<file path="src/hw/rtl/scc_sqrt.sv">
`timescale 1ns / 1ps
// ----------------------------------------------------------------------------
// scc_sqrt
// Pipelined integer square root, one root bit per stage, floor result,
// with a sideband word carried alongside.
// ----------------------------------------------------------------------------
module scc_sqrt #(
  parameter int XW  = 8,
  parameter int SBW = 1
) (
  input  logic                clk,
  input  logic                rst_n,
  input  logic                en,
  input  logic                in_valid,
  input  logic [XW-1:0]       x,
  input  logic [SBW-1:0]      sb_in,
  output logic                out_valid,
  output logic [XW/2-1:0]     root,
  output logic [SBW-1:0]      sb_out
);

  localparam int RW = XW / 2;

  logic [RW-1:0]   v_r;
  logic [XW-1:0]   rem_r  [RW];
  logic [RW-1:0]   root_r [RW];
  logic [SBW-1:0]  sb_r   [RW];

  for (genvar k = 0; k < RW; k++) begin : g_st
    localparam int B = RW - 1 - k;
    logic            vi;
    logic [XW-1:0]   remi;
    logic [RW-1:0]   rti;
    logic [SBW-1:0]  si;
    logic [XW:0]     term;
    logic            ge;
    logic [XW-1:0]   rem_nxt;
    logic [RW-1:0]   root_nxt;

    if (k == 0) begin : g_first
      assign vi   = in_valid;
      assign remi = x;
      assign rti  = '0;
      assign si   = sb_in;
    end else begin : g_next
      assign vi   = v_r[k-1];
      assign remi = rem_r[k-1];
      assign rti  = root_r[k-1];
      assign si   = sb_r[k-1];
    end

    // (root + 2^b)^2 - root^2
    assign term     = ((XW+1)'(rti) << (B + 1)) | ((XW+1)'(1) << (2 * B));
    assign ge       = {1'b0, remi} >= term;
    assign rem_nxt  = ge ? XW'({1'b0, remi} - term) : remi;
    assign root_nxt = ge ? (rti | (RW'(1) << B)) : rti;

    always_ff @(posedge clk) begin
      if (!rst_n) begin
        v_r[k] <= 1'b0;
      end else if (en) begin
        v_r[k] <= vi;
      end
    end

    always_ff @(posedge clk) begin
      if (en) begin
        rem_r[k]  <= rem_nxt;
        root_r[k] <= root_nxt;
        sb_r[k]   <= si;
      end
    end
  end

  assign out_valid = v_r[RW-1];
  assign root      = root_r[RW-1];
  assign sb_out    = sb_r[RW-1];

endmodule

</file>
<file path="config.mk">
export PLATFORM = sky130hd
export DESIGN_NAME = scc_sqrt
export DESIGN_NICKNAME = d
export VERILOG_FILES = /design/src/hw/rtl/scc_sqrt.sv
export SDC_FILE = /design/constraint.sdc
export NUM_CORES = 1
export LEC_CHECK = 0
export ABC_AREA = 1
export ABC_CLOCK_PERIOD_IN_PS = 2280
export BUFFER_PORTS_ARGS = -buffer_cell sky130_fd_sc_hd__buf_4
export CELL_PAD_IN_SITES_DETAIL_PLACEMENT = 1
export CELL_PAD_IN_SITES_GLOBAL_PLACEMENT = 1
export CORE_MARGIN = 2
export CORE_UTILIZATION = 46
export CTS_CLUSTER_SIZE = 8
export DETAILED_ROUTE_END_ITERATION = 7
export GPL_ROUTABILITY_DRIVEN = 1
export PLACE_DENSITY = 0.83
export SYNTH_ARGS = -nofsm -noshare
export SYNTH_HDL_FRONTEND = slang
export SYNTH_SLANG_ARGS = --single-unit
export TNS_END_PERCENT = 5
</file>
<file path="constraint.sdc">
create_clock -name clk -period 2.28 [get_ports clk]
set_clock_uncertainty 0.1 [all_clocks]
set_input_delay 0.114 -clock clk [delete_from_list [all_inputs] [get_ports clk]]
set_output_delay 0.114 -clock clk [all_outputs]
set_load 0.02 [all_outputs]
</file>
==> out/results.tsv <==
metric	value	unit
via count	1224	
Worst R2R Path Depth	8	
WHS Endpoint	g_st[2].vi	
Final Power	1.67	mW
Max Fclk	568	MHz
Final setup viols	0	
Finished Layout Cells	248	
CTS tree	done	
Multi-input gate area	543	um2
Slew Viols, Final	0	
Cell variety after synth	24	
synth warn	0	
worst vdd ir	0.399	mV
Critical R2R Capture	rem_r[2][7]	
flop-to-flop setup slack	0.52	ns
Hold WC Path Type	input pin to register	
sequential share of the synthesized area	65.5	%
initial antenna violation count	0	
Worst Hold Path Cells	3	
critical path data arrival time	1.71	ns
WP data required	2.23	ns
Main synth FF type	edfxtp_1	
relative slew slack	65.7	%
placed cell area	2060	um2
RSZ-0062 raised after global routing	no	
Nets	220	
Final GP Congestion	0.789	
#FFs+latches synth	42	
Die Area	4580	um2
top-count cell post-synth	edfxtp_1	
# IOs	19	
Avg Inst Size Synth	11.5	um2
Clock Path Buffers	2	
synthesized cell area	1870	um2
HPWL after DPL	2380	um
Setup TNS	0	ns
worst-margin pin slew	0.515	ns
effective utilization at floorplan	47.3	%
Worst Path Max Fanout	5	
port bufs	18	
share of post-route cells with drive strength above 1	17.7	%
Post-Place Cells	230	
period utilization	77.3	%
FF-to-FF Start	rem_r[1][5]	
leading post-synthesis cells by cell area	edfxtp_1 (61%), ha_1 (6.7%), inv_1 (5.4%), nand2_1 (4.6%), dfxtp_1 (4.3%)	
core box area	3940	um2
CP startpoint kind	register	
grt met1 use	16.1	%
average wire per standard cell	12.8	um
DRC viols	0	
fin area	2240	um2
final hold vios	0	
fraction of registers with async set/reset	0	%
first-pass GRT wire length	5400	um
via/cell ratio	4.94	
status	completed	
ant diodes	0	
ANT nets after route	0	
Setup crit end kind	register	
Layout fillers	433	
number of global-route vias before repair	1346	
Clk Latency, worst-skew pair	0.29	ns
top cells by count, synth	edfxtp_1 (38), inv_1 (27), nand2_1 (23), nor2_1 (20), ha_1 (10)	
die width	67.7	um
DRT iter0 DRCs	52	
final wirelength	3190	um
minimum clock period	1.76	ns
M3 GR Usage	3.00	%
met2 Use GR	31.3	%
Syn Nets	185	
# rows	23	
most used routing layer	met2	
leak pwr	0.970	nW
final worst slack	0.518	ns
global route overflow	0	
Cells after Synth	162	
fin util	56.9	%
Power Density	746	nW/um2
clock sinks	42	
post-synth top area share	61.2	%
max cap viols	0	
leading area contributor after synthesis	edfxtp_1	
number of synthesized flops with an enable pin	38	
Layout area overhead	20.3	%
Max H-tree Level	2	
worst hold slack	0.00462	ns
Worst-path clk slew	0.07	ns
die span in y	67.7	um
pre-CTS setup slack	0.509	ns
Detailed Routing Iterations Pass 1	4	
Crit Path Category	register to register	
FF/Latch Area	1220	um2
largest net degree at the start of global routing	44	
Hold Startpoint	rst_n	
GRT Total Usage	16.2	%
clock buffer count from CTS	5	
clk root buf	clkbuf_8	
==> placed cells by master (no fill, tap or decap) <==
cell / count
edfxtp_1: 38
inv_1: 27
nand2_1: 23
nor2_1: 20
buf_4: 18
ha_1: 10
dlygate4sd3_1: 10
o21ai_0: 8
nand2_2: 6
clkbuf_8: 5
nand3_1: 4
dfxtp_1: 4
a21oi_1: 3
o21ai_1: 3
nand4_1: 3
clkinv_1: 3
nor2_2: 2
nor3b_1: 1
nor2_4: 1
nand3_4: 1
o21a_1: 1
xnor2_1: 1
nor3_2: 1
nand3b_1: 1
xor2_1: 1
or2_2: 1
and2_1: 1
nor4_1: 1
==> logic make-up (layout without fill, tap and decap cells) <==
logic type	count (synthesis)	in the layout	synth area share [%]
buf+inv	27	63	5.43
simple gates	66	66	17.3
xor+xnor	2	2	0.939
fa+ha+maj	10	10	6.71
compound gates	15	15	4.16
flops	42	42	65.5
==> final cells by class <==
cell class,instances,area share [%]
Multi-Input combinational cell,93,24.2
Clock inverter,3,0.502
Timing Repair Buffer,28,10.5
Tap cell,50,2.79
Clock buffer,5,3.07
Inverter,27,4.52
Sequential cell,42,54.4
==> worst max-delay path by stage <==
stage | start | end | slack (ns) | cells past startpoint
2_1_floorplan | rem_r[1][5] | rem_r[2][3] | 0.67 | 7
3_5_place_dp | rem_r[1][5] | rem_r[2][7] | 0.51 | 8
3_3_place_gp | rem_r[1][4] | rem_r[2][7] | 0.62 | 8
5_1_grt | rem_r[1][5] | rem_r[2][3] | 0.41 | 7
4_1_cts | rem_r[1][5] | rem_r[2][7] | 0.50 | 8
6_report | rem_r[1][5] | rem_r[2][7] | 0.52 | 8
==> report_power, final <==
group          switching [mW]  internal (mW)
registers              0.0333          0.930
clock network           0.227          0.204
logic                   0.162          0.117
total                   0.423           1.25
==> per-layer routing <==
layer  vias to the layer above  part of all wire, %
met1                       593                   40
met3                         5                  2.6
li1                        609                    -
met5                         -                    0
met4                         0                  1.6
met2                        17                   56
==> critical path, stage by stage (launching register included) <==
cell      delay (ns)
edfxtp_1        0.41
ha_1            0.39
inv_1           0.08
nor2_1          0.14
nand3_1         0.12
inv_1           0.08
nor2_1          0.04
nor2_1          0.12
nor2_2          0.05
==> flip-flops by register name, indices dropped and copies added (netlist names) <==
name	count
rem_r	24
root_r	10
g_st.vi	3
sb_r	4
out_valid	1
==> timing repair <==
action                                  in CTS  in global routing
setup buffers                                0                  0
endpoints found under the hold margin       10                  0
hold buffers                                10                  0
resized for setup                            0                  0
endpoints found under the setup margin       0                  0
(Power assumes the default switching activity.)
