--- src/hw/rtl/scc_div.sv ---
`timescale 1ns / 1ps
// ----------------------------------------------------------------------------
// scc_div
// Pipelined restoring divider, one quotient bit per stage, shared divisor
// across several lanes, with a sideband word carried alongside.
// ----------------------------------------------------------------------------
module scc_div #(
  parameter int LANES = 1,
  parameter int DW    = 8,
  parameter int QB    = 8,
  parameter int SBW   = 1
) (
  input  logic                        clk,
  input  logic                        rst_n,
  input  logic                        en,
  input  logic                        in_valid,
  input  logic [LANES-1:0][DW-1:0]    r0,
  input  logic [LANES-1:0][QB-1:0]    lo,
  input  logic [DW-1:0]               d,
  input  logic [SBW-1:0]              sb_in,
  output logic                        out_valid,
  output logic [LANES-1:0][QB-1:0]    q,
  output logic [SBW-1:0]              sb_out
);

  logic [QB-1:0]                v_r;
  logic [LANES-1:0][DW-1:0]     r_r  [QB];
  logic [LANES-1:0][QB-1:0]     q_r  [QB];
  logic [LANES-1:0][QB-1:0]     lo_r [QB];
  logic [DW-1:0]                d_r  [QB];
  logic [SBW-1:0]               sb_r [QB];

  for (genvar k = 0; k < QB; k++) begin : g_st
    logic                       vi;
    logic [LANES-1:0][DW-1:0]   ri;
    logic [LANES-1:0][QB-1:0]   qi;
    logic [LANES-1:0][QB-1:0]   li;
    logic [DW-1:0]              di;
    logic [SBW-1:0]             si;
    logic [LANES-1:0][DW:0]     tr;
    logic [LANES-1:0]           ge;
    logic [LANES-1:0][DW-1:0]   r_nxt;
    logic [LANES-1:0][QB-1:0]   q_nxt;

    if (k == 0) begin : g_first
      assign vi = in_valid;
      assign ri = r0;
      assign qi = '0;
      assign li = lo;
      assign di = d;
      assign si = sb_in;
    end else begin : g_next
      assign vi = v_r[k-1];
      assign ri = r_r[k-1];
      assign qi = q_r[k-1];
      assign li = lo_r[k-1];
      assign di = d_r[k-1];
      assign si = sb_r[k-1];
    end

    always_comb begin
      for (int l = 0; l < LANES; l++) begin
        tr[l]    = {ri[l], li[l][QB-1-k]};
        ge[l]    = tr[l] >= {1'b0, di};
        r_nxt[l] = ge[l] ? DW'(tr[l] - {1'b0, di}) : tr[l][DW-1:0];
        q_nxt[l] = {qi[l][QB-2:0], ge[l]};
      end
    end

    always_ff @(posedge clk) begin
      if (!rst_n) begin
        v_r[k] <= 1'b0;
      end else if (en) begin
        v_r[k] <= vi;
      end
    end

    always_ff @(posedge clk) begin
      if (en) begin
        r_r[k]  <= r_nxt;
        q_r[k]  <= q_nxt;
        lo_r[k] <= li;
        d_r[k]  <= di;
        sb_r[k] <= si;
      end
    end
  end

  assign out_valid = v_r[QB-1];
  assign q         = q_r[QB-1];
  assign sb_out    = sb_r[QB-1];

endmodule

--- config.mk ---
export PLATFORM = sky130hd
export DESIGN_NAME = scc_div
export DESIGN_NICKNAME = d
export VERILOG_FILES = /design/src/hw/rtl/scc_div.sv
export SDC_FILE = /design/constraint.sdc
export NUM_CORES = 1
export LEC_CHECK = 0
export BUFFER_PORTS_ARGS = -buffer_cell sky130_fd_sc_hd__buf_2
export CAP_MARGIN = 25
export CORE_ASPECT_RATIO = 0.8
export CORE_MARGIN = 2
export CORE_UTILIZATION = 65
export DETAILED_ROUTE_END_ITERATION = 12
export GPL_TIMING_DRIVEN = 0
export PLACE_DENSITY = 0.83
export SLEW_MARGIN = 20
export SYNTH_ARGS = -nofsm -noshare
export SYNTH_HDL_FRONTEND = slang
export SYNTH_SLANG_ARGS = --single-unit
--- constraint.sdc ---
create_clock -name clk -period 5.03 [get_ports clk]
set_clock_uncertainty 0.1 [all_clocks]
set_input_delay 0.503 -clock clk [delete_from_list [all_inputs] [get_ports clk]]
set_output_delay 0.503 -clock clk [all_outputs]
set_load 0.01 [all_outputs]
==> reports/results.txt, run 1 <==
Die width: 138 µm
Register area: 0.00569 mm²
Hold depth: 1
Root Buffer Master: clkbuf_16
Startpoint types: register
Fraction of layout cells with a size suffix above 1: 15.6%
Final setup vio count: 0
Netlist Area Pre-Place: 0.00939 mm²
Status: finished, final reports clean
Setup ws final: 2.19 ns
Crit-path cells: ha_1, a21o_1, a21oi_2, a31oi_1, a2111oi_4, mux2_2
Setup CP Type: register to register
Register share of total power: 42.3%
# IOs: 39
Placer Congestion: 0.917
Adder-Cell Fraction of Synth Area: 10.0%
Slew Limit Headroom: 51.2%
Sw frac: 29.1%
Die Ht: 112 µm
Reg2reg start: r_r[5][2]
Worst slew pin tran: 0.732 ns
Final Cell Area: 0.0105 mm²
Die area: 0.0154 mm²
Internal power: 3.75 mW
Clock slew seen by the registers of the worst setup and hold paths: 0.07 ns
Routed len/inst: 16.0 µm
Initial antenna violation count: 0
Rows: 39
Tcrit/Tclk final: 56.4%
Routed WL: 15,200 µm
Leak: 4.25 nW
Inserted Diodes: 0
Area growth, synth to finish: 11.9%
Clock power share: 27.8%
Max Slew Vio Count: 0
Worst hold path type: primary input to register
Cts bufs inserted: 17
Hold Path Sink: lo_r[0][2]
P_sw: 1.54 mW
Setup_tns: 0 ns
H-tree depth: 4
Post-DP Area: 0.00985 mm²
CTS tree: done
Synthesis Warnings: 0
Worst path arrival time: 2.92 ns
Worst slack at placement: 2.16 ns
Average cell area after synthesis: 13.5 µm²
R2r setup slk: 2.19 ns
PwrDens: 504 mW/mm²
DR DRC count: 0
Critical R2R Capture: r_r[6][6]
CP max stage delay: 0.73 ns
Setup bufs post-CTS: 0
Core ar.: 0.0142 mm²
Fill cells: 875
Pin count of the biggest net entering global routing: 100
CTS resizes: 0
Yosys reg bits: 192
Final hold slack: 0.141 ns
I/O Buffers: 38
Synthesized instance count: 696
Clock buffer depth: 2
Slowest-stage cell, CP: a2111oi_4
Drt pass-1 iters: 5
Count of hold-fix buffers inserted at cts: 0
Post-route ant nets: 0
CP max FO: 8
F_max: 352 MHz
Post-synthesis mux area share: 7.33%
First-pass GRT wire length: 25,800 µm
DP HPWL: 10,500 µm
Largest family of logic cells by synthesized area: adder cells
Reg2reg path depth: 6
Fin. Hold Viols: 0
Gr usage total: 20.9%
Maximum VDD drop: 295 µV
Worst EP required: 5.11 ns
Synth Area in Compound Gates: 9.13%
Mapped Nets: 796
Netlist cell types: 41
Sequential share of the synthesized area: 60.5%
Simple-gate area share of the yosys netlist: 7.50%
Max-capacitance violation count: 0
RSZ-0062 raised after global routing: no
Min Tclk post-route: 2.84 ns
Setup crit end kind: register
Initial Util: 66.1%
GRT overflow: 0
Combinational fraction of design power: 29.9%
Post-DR vias/cell: 5.80
Vias in the first global route: 5,599
Clock Latency Late Sink: 0.44 ns
Vias post-DR: 5,520
Post-Synth XOR/XNOR Area: 1.96%
Hold wc startpoint: lo[2]
Multi-input logic area: 0.00337 mm²
Fin nets: 854
Clock tree sinks: 192
DRT iter0 DRCs: 500
layout by cell type, fill, tap and decap left out, drive strengths merged, types with 25 or more instances in the layout:
| cell | count |
|---|---|
| mux2i | 26 |
| nor2 | 27 |
| ha | 64 |
| o21ai | 26 |
| mux2 | 38 |
| edfxtp | 184 |
| inv | 87 |
| nor2b | 25 |
| buf | 39 |
| a21oi | 38 |
routing by layer:
metal,wire (µm),global-route usage [%]
met5,0,0
met4,354,8.71
met3,567,5.29
met2,8380,38.8
met1,5910,22.9
cells by family after synthesis:
kind of cell,after synthesis
AOI/OAI and AO/OA,127
xor gates and xnor gates,21
adders and majority gates,71
buffers and inverters,88
DFF,192
muxes,64
and+or+nand+nor,133
synth_stat cells:
| library cell | instances | area share [%] |
|---|---|---|
| mux2i_1 | 26 | 2.8 |
| or4_1 | 3 | 0.24 |
| a21oi_1 | 36 | 1.9 |
| o21ai_2 | 1 | 0.093 |
| a41oi_2 | 2 | 0.35 |
| mux2_2 | 38 | 4.6 |
| a211oi_1 | 4 | 0.32 |
| nand3_1 | 22 | 1.2 |
| clkbuf_1 | 3 | 0.12 |
| nor2b_1 | 25 | 1.7 |
| o211ai_1 | 3 | 0.24 |
| a2111oi_4 | 1 | 0.29 |
| or4b_2 | 4 | 0.43 |
| edfxtp_1 | 184 | 59 |
| or3_1 | 2 | 0.13 |
| o21ai_0 | 25 | 1.3 |
| dfxtp_1 | 8 | 1.7 |
| xor2_1 | 7 | 0.65 |
| nor4_1 | 3 | 0.20 |
| and3_1 | 2 | 0.13 |
| nand2b_1 | 13 | 0.87 |
| inv_2 | 1 | 0.040 |
| o2111ai_1 | 4 | 0.37 |
| clkinv_1 | 2 | 0.080 |
| a21oi_2 | 2 | 0.19 |
| fa_1 | 7 | 1.5 |
| a21o_1 | 22 | 1.8 |
| nand2_1 | 21 | 0.84 |
| o31a_1 | 7 | 0.65 |
| and4b_1 | 3 | 0.32 |
| a221oi_1 | 1 | 0.093 |
| xnor2_1 | 14 | 1.3 |
| a31o_2 | 1 | 0.093 |
| ha_1 | 64 | 8.5 |
| a311oi_1 | 2 | 0.19 |
| inv_1 | 82 | 3.3 |
| o41ai_1 | 1 | 0.093 |
| nor3_1 | 8 | 0.43 |
| o21a_1 | 11 | 0.88 |
| nor2_1 | 27 | 1.1 |
| a31oi_1 | 4 | 0.27 |
per-stage QoR:
step | total power, mW | utilization (%) | cells
finish | 5.29 | 74.0 | 951
global route | 5.57 | 74.0 | 951
CTS | 5.29 | 74.0 | 951
detailed placement | 3.80 | 69.4 | 919
global placement | 3.68 | 69.1 | 918
floorplan | 3.44 | - | 696
worst max path at each step:
stage              start    endpoint  slack (ns)  cells past startpoint
2_1_floorplan  r_r[5][2]   r_r[6][2]        2.53                      6
5_1_grt        r_r[5][2]   r_r[6][4]        2.08                      6
6_report       r_r[5][2]   r_r[6][6]        2.19                      6
4_1_cts        r_r[5][2]   r_r[6][4]        2.20                      6
3_3_place_gp          en  g_st[6].vi        0.76                      4
3_5_place_dp       r0[5]   r_r[0][4]        2.16                      8
registers in the layout, indices dropped and copies added, names as in the netlist:
register / flops
g_st.vi: 7
sb_r: 8
lo_r: 28
r_r: 56
q_r: 36
d_r: 56
out_valid: 1
critical path: cells and delay by family (launching register included):
| family | cells | cell delay, ns |
|---|---|---|
| AO/OA/AOI/OAI | 4 | 1.29 |
| adder cells (fa/ha/maj) | 1 | 0.38 |
| multiplexers | 1 | 0.41 |
| flip-flops | 1 | 0.41 |
area by class of cell:
type | instances | share of cell area (%)
sequential | 192 | 54.1
multi-input combinational | 416 | 32.1
clock buffer | 17 | 4.05
inverter | 85 | 3.04
clock inverter | 15 | 2.19
tap | 184 | 2.19
timing repair buffer | 39 | 2.17
buffer | 3 | 0.107
power groups by stage:
stage,combinational (mW),sequential [mW],clock [mW]
after floorplan,1.20,2.23,0
after global placement,1.42,2.26,0
after detailed placement,1.53,2.27,0
after CTS,1.56,2.24,1.50
after global routing,1.73,2.27,1.56
final,1.58,2.24,1.47
(Power assumes the default switching activity.)
==> run 2, diff against run 1 <==
--- a/config.mk
+++ b/config.mk
@@ -5,14 +5,15 @@
 export SDC_FILE = /design/constraint.sdc
 export NUM_CORES = 1
 export LEC_CHECK = 0
+export ABC_AREA = 1
 export BUFFER_PORTS_ARGS = -buffer_cell sky130_fd_sc_hd__buf_2
 export CAP_MARGIN = 25
 export CORE_ASPECT_RATIO = 0.8
 export CORE_MARGIN = 2
-export CORE_UTILIZATION = 65
+export CORE_UTILIZATION = 56
 export DETAILED_ROUTE_END_ITERATION = 12
 export GPL_TIMING_DRIVEN = 0
-export PLACE_DENSITY = 0.83
+export PLACE_DENSITY = 0.76
 export SLEW_MARGIN = 20
 export SYNTH_ARGS = -nofsm -noshare
 export SYNTH_HDL_FRONTEND = slang
==> constraint.sdc (replaced) <==
create_clock -name clk -period 2.4 [get_ports clk]
set_clock_uncertainty 0.1 [all_clocks]
set_input_delay 0.24 -clock clk [delete_from_list [all_inputs] [get_ports clk]]
set_output_delay 0.24 -clock clk [all_outputs]
set_load 0.01 [all_outputs]
==> reports/results.txt, run 2 <==
Status: finished, final reports clean
Gr usage total: 20.0% (-0.94 points)
Tot Pwr: 11.4 mW (+120%)
Post-route ant nets: 0 (unchanged)
Yosys reg bits: 192 (unchanged)
Clock tree sinks: 192 (unchanged)
Rows: 43 (+10%)
CTS resizes: 0 (unchanged)
Synthesized instance count: 1,028 (+48%)
Synth cell count leaders: 312 x nand2_1, 184 x edfxtp_1, 170 x inv_1
DR DRC count: 0 (unchanged)
RSZ-0062 raised after global routing: no
Routed WL: 18,000 µm (+18%)
Setup crit end kind: register
Hold depth: 3 (+2)
Core ar.: 0.0174 mm² (+23%)
Yosys top cell area share: 55.0% (-3.8 points)
Fin. Hold Viols: 0 (unchanged)
Die width: 154 µm (+11%)
Worst EP required: 2.48 ns (-2.63 ns)
Cts bufs inserted: 17 (unchanged)
Vias post-DR: 6,863 (+24%)
R2r setup slk: 0.21 ns (-1.98 ns)
PwrDens: 1000 mW/mm² (+99%)
Top_reg_cell synth: edfxtp_1
I/O Buffers: 38 (unchanged)
Clock slew seen by the registers of the worst setup and hold paths: 0.07 ns (about the same)
Die Ht: 124 µm (+11%)
Fill cells: 1,376 (+57%)
Leak: 5.36 nW (+26%)
Reg2reg path depth: 9 (+3)
Hold Path Sink: r_r[0][6]
Most common cell in the synthesized netlist: nand2_1
Fin nets: 1,205 (+41%)
Setup CP Type: register to register
Setup_tns: 0 ns (unchanged)
Commonest non-fill, non-tap cells in the layout: 312 x nand2_1, 184 x edfxtp_1, 170 x inv_1, 99 x nand3_1, 64 x ha_1
Hold wc startpoint: r0[5]
Drt pass-1 iters: 6 (+1)
Mapped Nets: 1,128 (+42%)
Top cells by area, synth: edfxtp_1 55%, nand2_1 12%, ha_1 8.0%
Commonest non-fill, non-tap cell in the layout: nand2_1
Worst path arrival time: 2.27 ns (-0.65 ns)
Post-DR vias/cell: 5.11 (-12%)
Initial antenna violation count: 0 (unchanged)
# IOs: 39 (unchanged)
Critical R2R Capture: r_r[2][6]
CP max FO: 9 (+1)
Worst slew pin tran: 0.739 ns (+0.00712 ns)
First-pass GRT wire length: 30,000 µm (+17%)
Average cell area after synthesis: 9.77 µm² (-28%)
Max Slew Vio Count: 0 (unchanged)
Slew Limit Headroom: 50.7% (-0.47 points)
Root Buffer Master: clkbuf_16
H-tree depth: 4 (unchanged)
Min Tclk post-route: 2.19 ns (-0.649 ns)
Netlist cell types: 27 (-34%)
Asr flop ratio synth: 0% (unchanged)
Routed len/inst: 13.4 µm (-16%)
Sequential share of the synthesized area: 56.6% (-4.0 points)
Number of synthesized flops with an enable pin: 184 (unchanged)
DRT iter0 DRCs: 586 (+17%)
Inserted Diodes: 0 (unchanged)
GRT overflow: 0 (unchanged)
Clock Latency Late Sink: 0.43 ns (about the same)
DP HPWL: 12,800 µm (+22%)
Worst hold path type: primary input to register
Area growth, synth to finish: 12.9%
F_max: 457 MHz (+30%)
Reg2reg start: r_r[1][4]
Clock buffer depth: 2 (unchanged)
Netlist Area Pre-Place: 0.0100 mm² (+7.0%)
Final setup vio count: 0 (unchanged)
Largest registers: d_r: 56 flops, r_r: 56 flops, q_r: 36 flops
CTS tree: done
Vias in the first global route: 6,329 (+13%)
Die area: 0.0190 mm² (+23%)
Fraction of layout cells with a size suffix above 1: 9.57% (-6.1 points)
Tcrit/Tclk final: 91.2% (+35 points)
Initial Util: 57.6% (-8.5 points)
Synthesis Warnings: 0 (unchanged)
Pin count of the biggest net entering global routing: 105 (+5.0%)
Placer Congestion: 0.893 (-2.6%)
Yosys top cell by area: edfxtp_1
Final hold slack: 0.0373 ns (-0.104 ns)
Maximum VDD drop: 638 µV (+120%)
Max-capacitance violation count: 0 (unchanged)
Startpoint types: register
-- run 2: cells by family after synthesis --
group           after synthesis  share of synthesized area [%]
buf+inv                     180                           7.25
fa+ha+maj                    71                           9.36
flops                       192                           56.6
compound gates               42                           2.24
simple gates                522                           22.7
xor+xnor                     21                           1.83
-- run 2: worst max-delay path by stage --
stage               from        end  slack [ns]  cells past startpoint
3_5_place_dp   r_r[0][5]  r_r[1][7]        0.26                      9
5_1_grt        d_r[2][6]  r_r[3][7]        0.07                     10
2_1_floorplan  r_r[1][1]  r_r[2][7]        0.57                     10
6_report       r_r[1][4]  r_r[2][6]        0.21                      9
4_1_cts        d_r[1][2]  r_r[2][6]        0.25                     11
3_3_place_gp          en  out_valid       -2.16                      4
-- run 2: layout make-up --
class | instances | area [µm²] | area share [%]
Multi-Input combinational cell | 656 | 3630 | 32.0
Inverter | 172 | 646 | 5.69
Clock buffer | 18 | 429 | 3.78
Tap cell | 225 | 282 | 2.48
Sequential cell | 192 | 5690 | 50.1
Timing Repair Buffer | 58 | 418 | 3.68
Buffer | 8 | 82.6 | 0.728
Clock inverter | 14 | 170 | 1.50
-- run 2: metrics by stage --
stage	util [%]	setup WS, ns	area [µm²]	std cells
2_1_floorplan	-	0.575	10000	1028
3_3_place_gp	60.3	-2.16	10500	1291
3_5_place_dp	60.6	0.256	10600	1292
4_1_cts	65.1	0.248	11300	1343
5_1_grt	65.1	0.0702	11300	1343
6_report	65.1	0.210	11300	1343
-- run 2: critical path, stage by stage, from the launching register on --
cell      delay [ns]
edfxtp_1        0.44
ha_1            0.39
nand2_1         0.11
inv_1           0.05
nand2_1         0.07
nor2_1          0.05
nor2_2          0.38
nand2_4         0.17
nand2_1         0.10
nand2_1         0.07
-- run 2: what timing repair did --
item / in CTS / in global routing
endpoints found under the hold margin: 24 / 0
hold buffers: 19 / 0
setup buffers: 0 / 0
-- run 2: per-layer routing --
metal / track usage, % / part of all wire, % / routed length (µm)
met5: 0 / 0 / 0
met4: 4.76 / 0.97 / 174
met3: 4.24 / 5.4 / 976
met2: 29.3 / 41 / 7370
met1: 30.6 / 53 / 9450
-- run 2: power breakdown --
group          total (mW)  internal [mW]  switching (mW)
clock                2.87           1.58            1.29
sequential           4.75           4.46           0.293
combinational        3.77           1.41            2.36
total                11.4           7.45            3.94
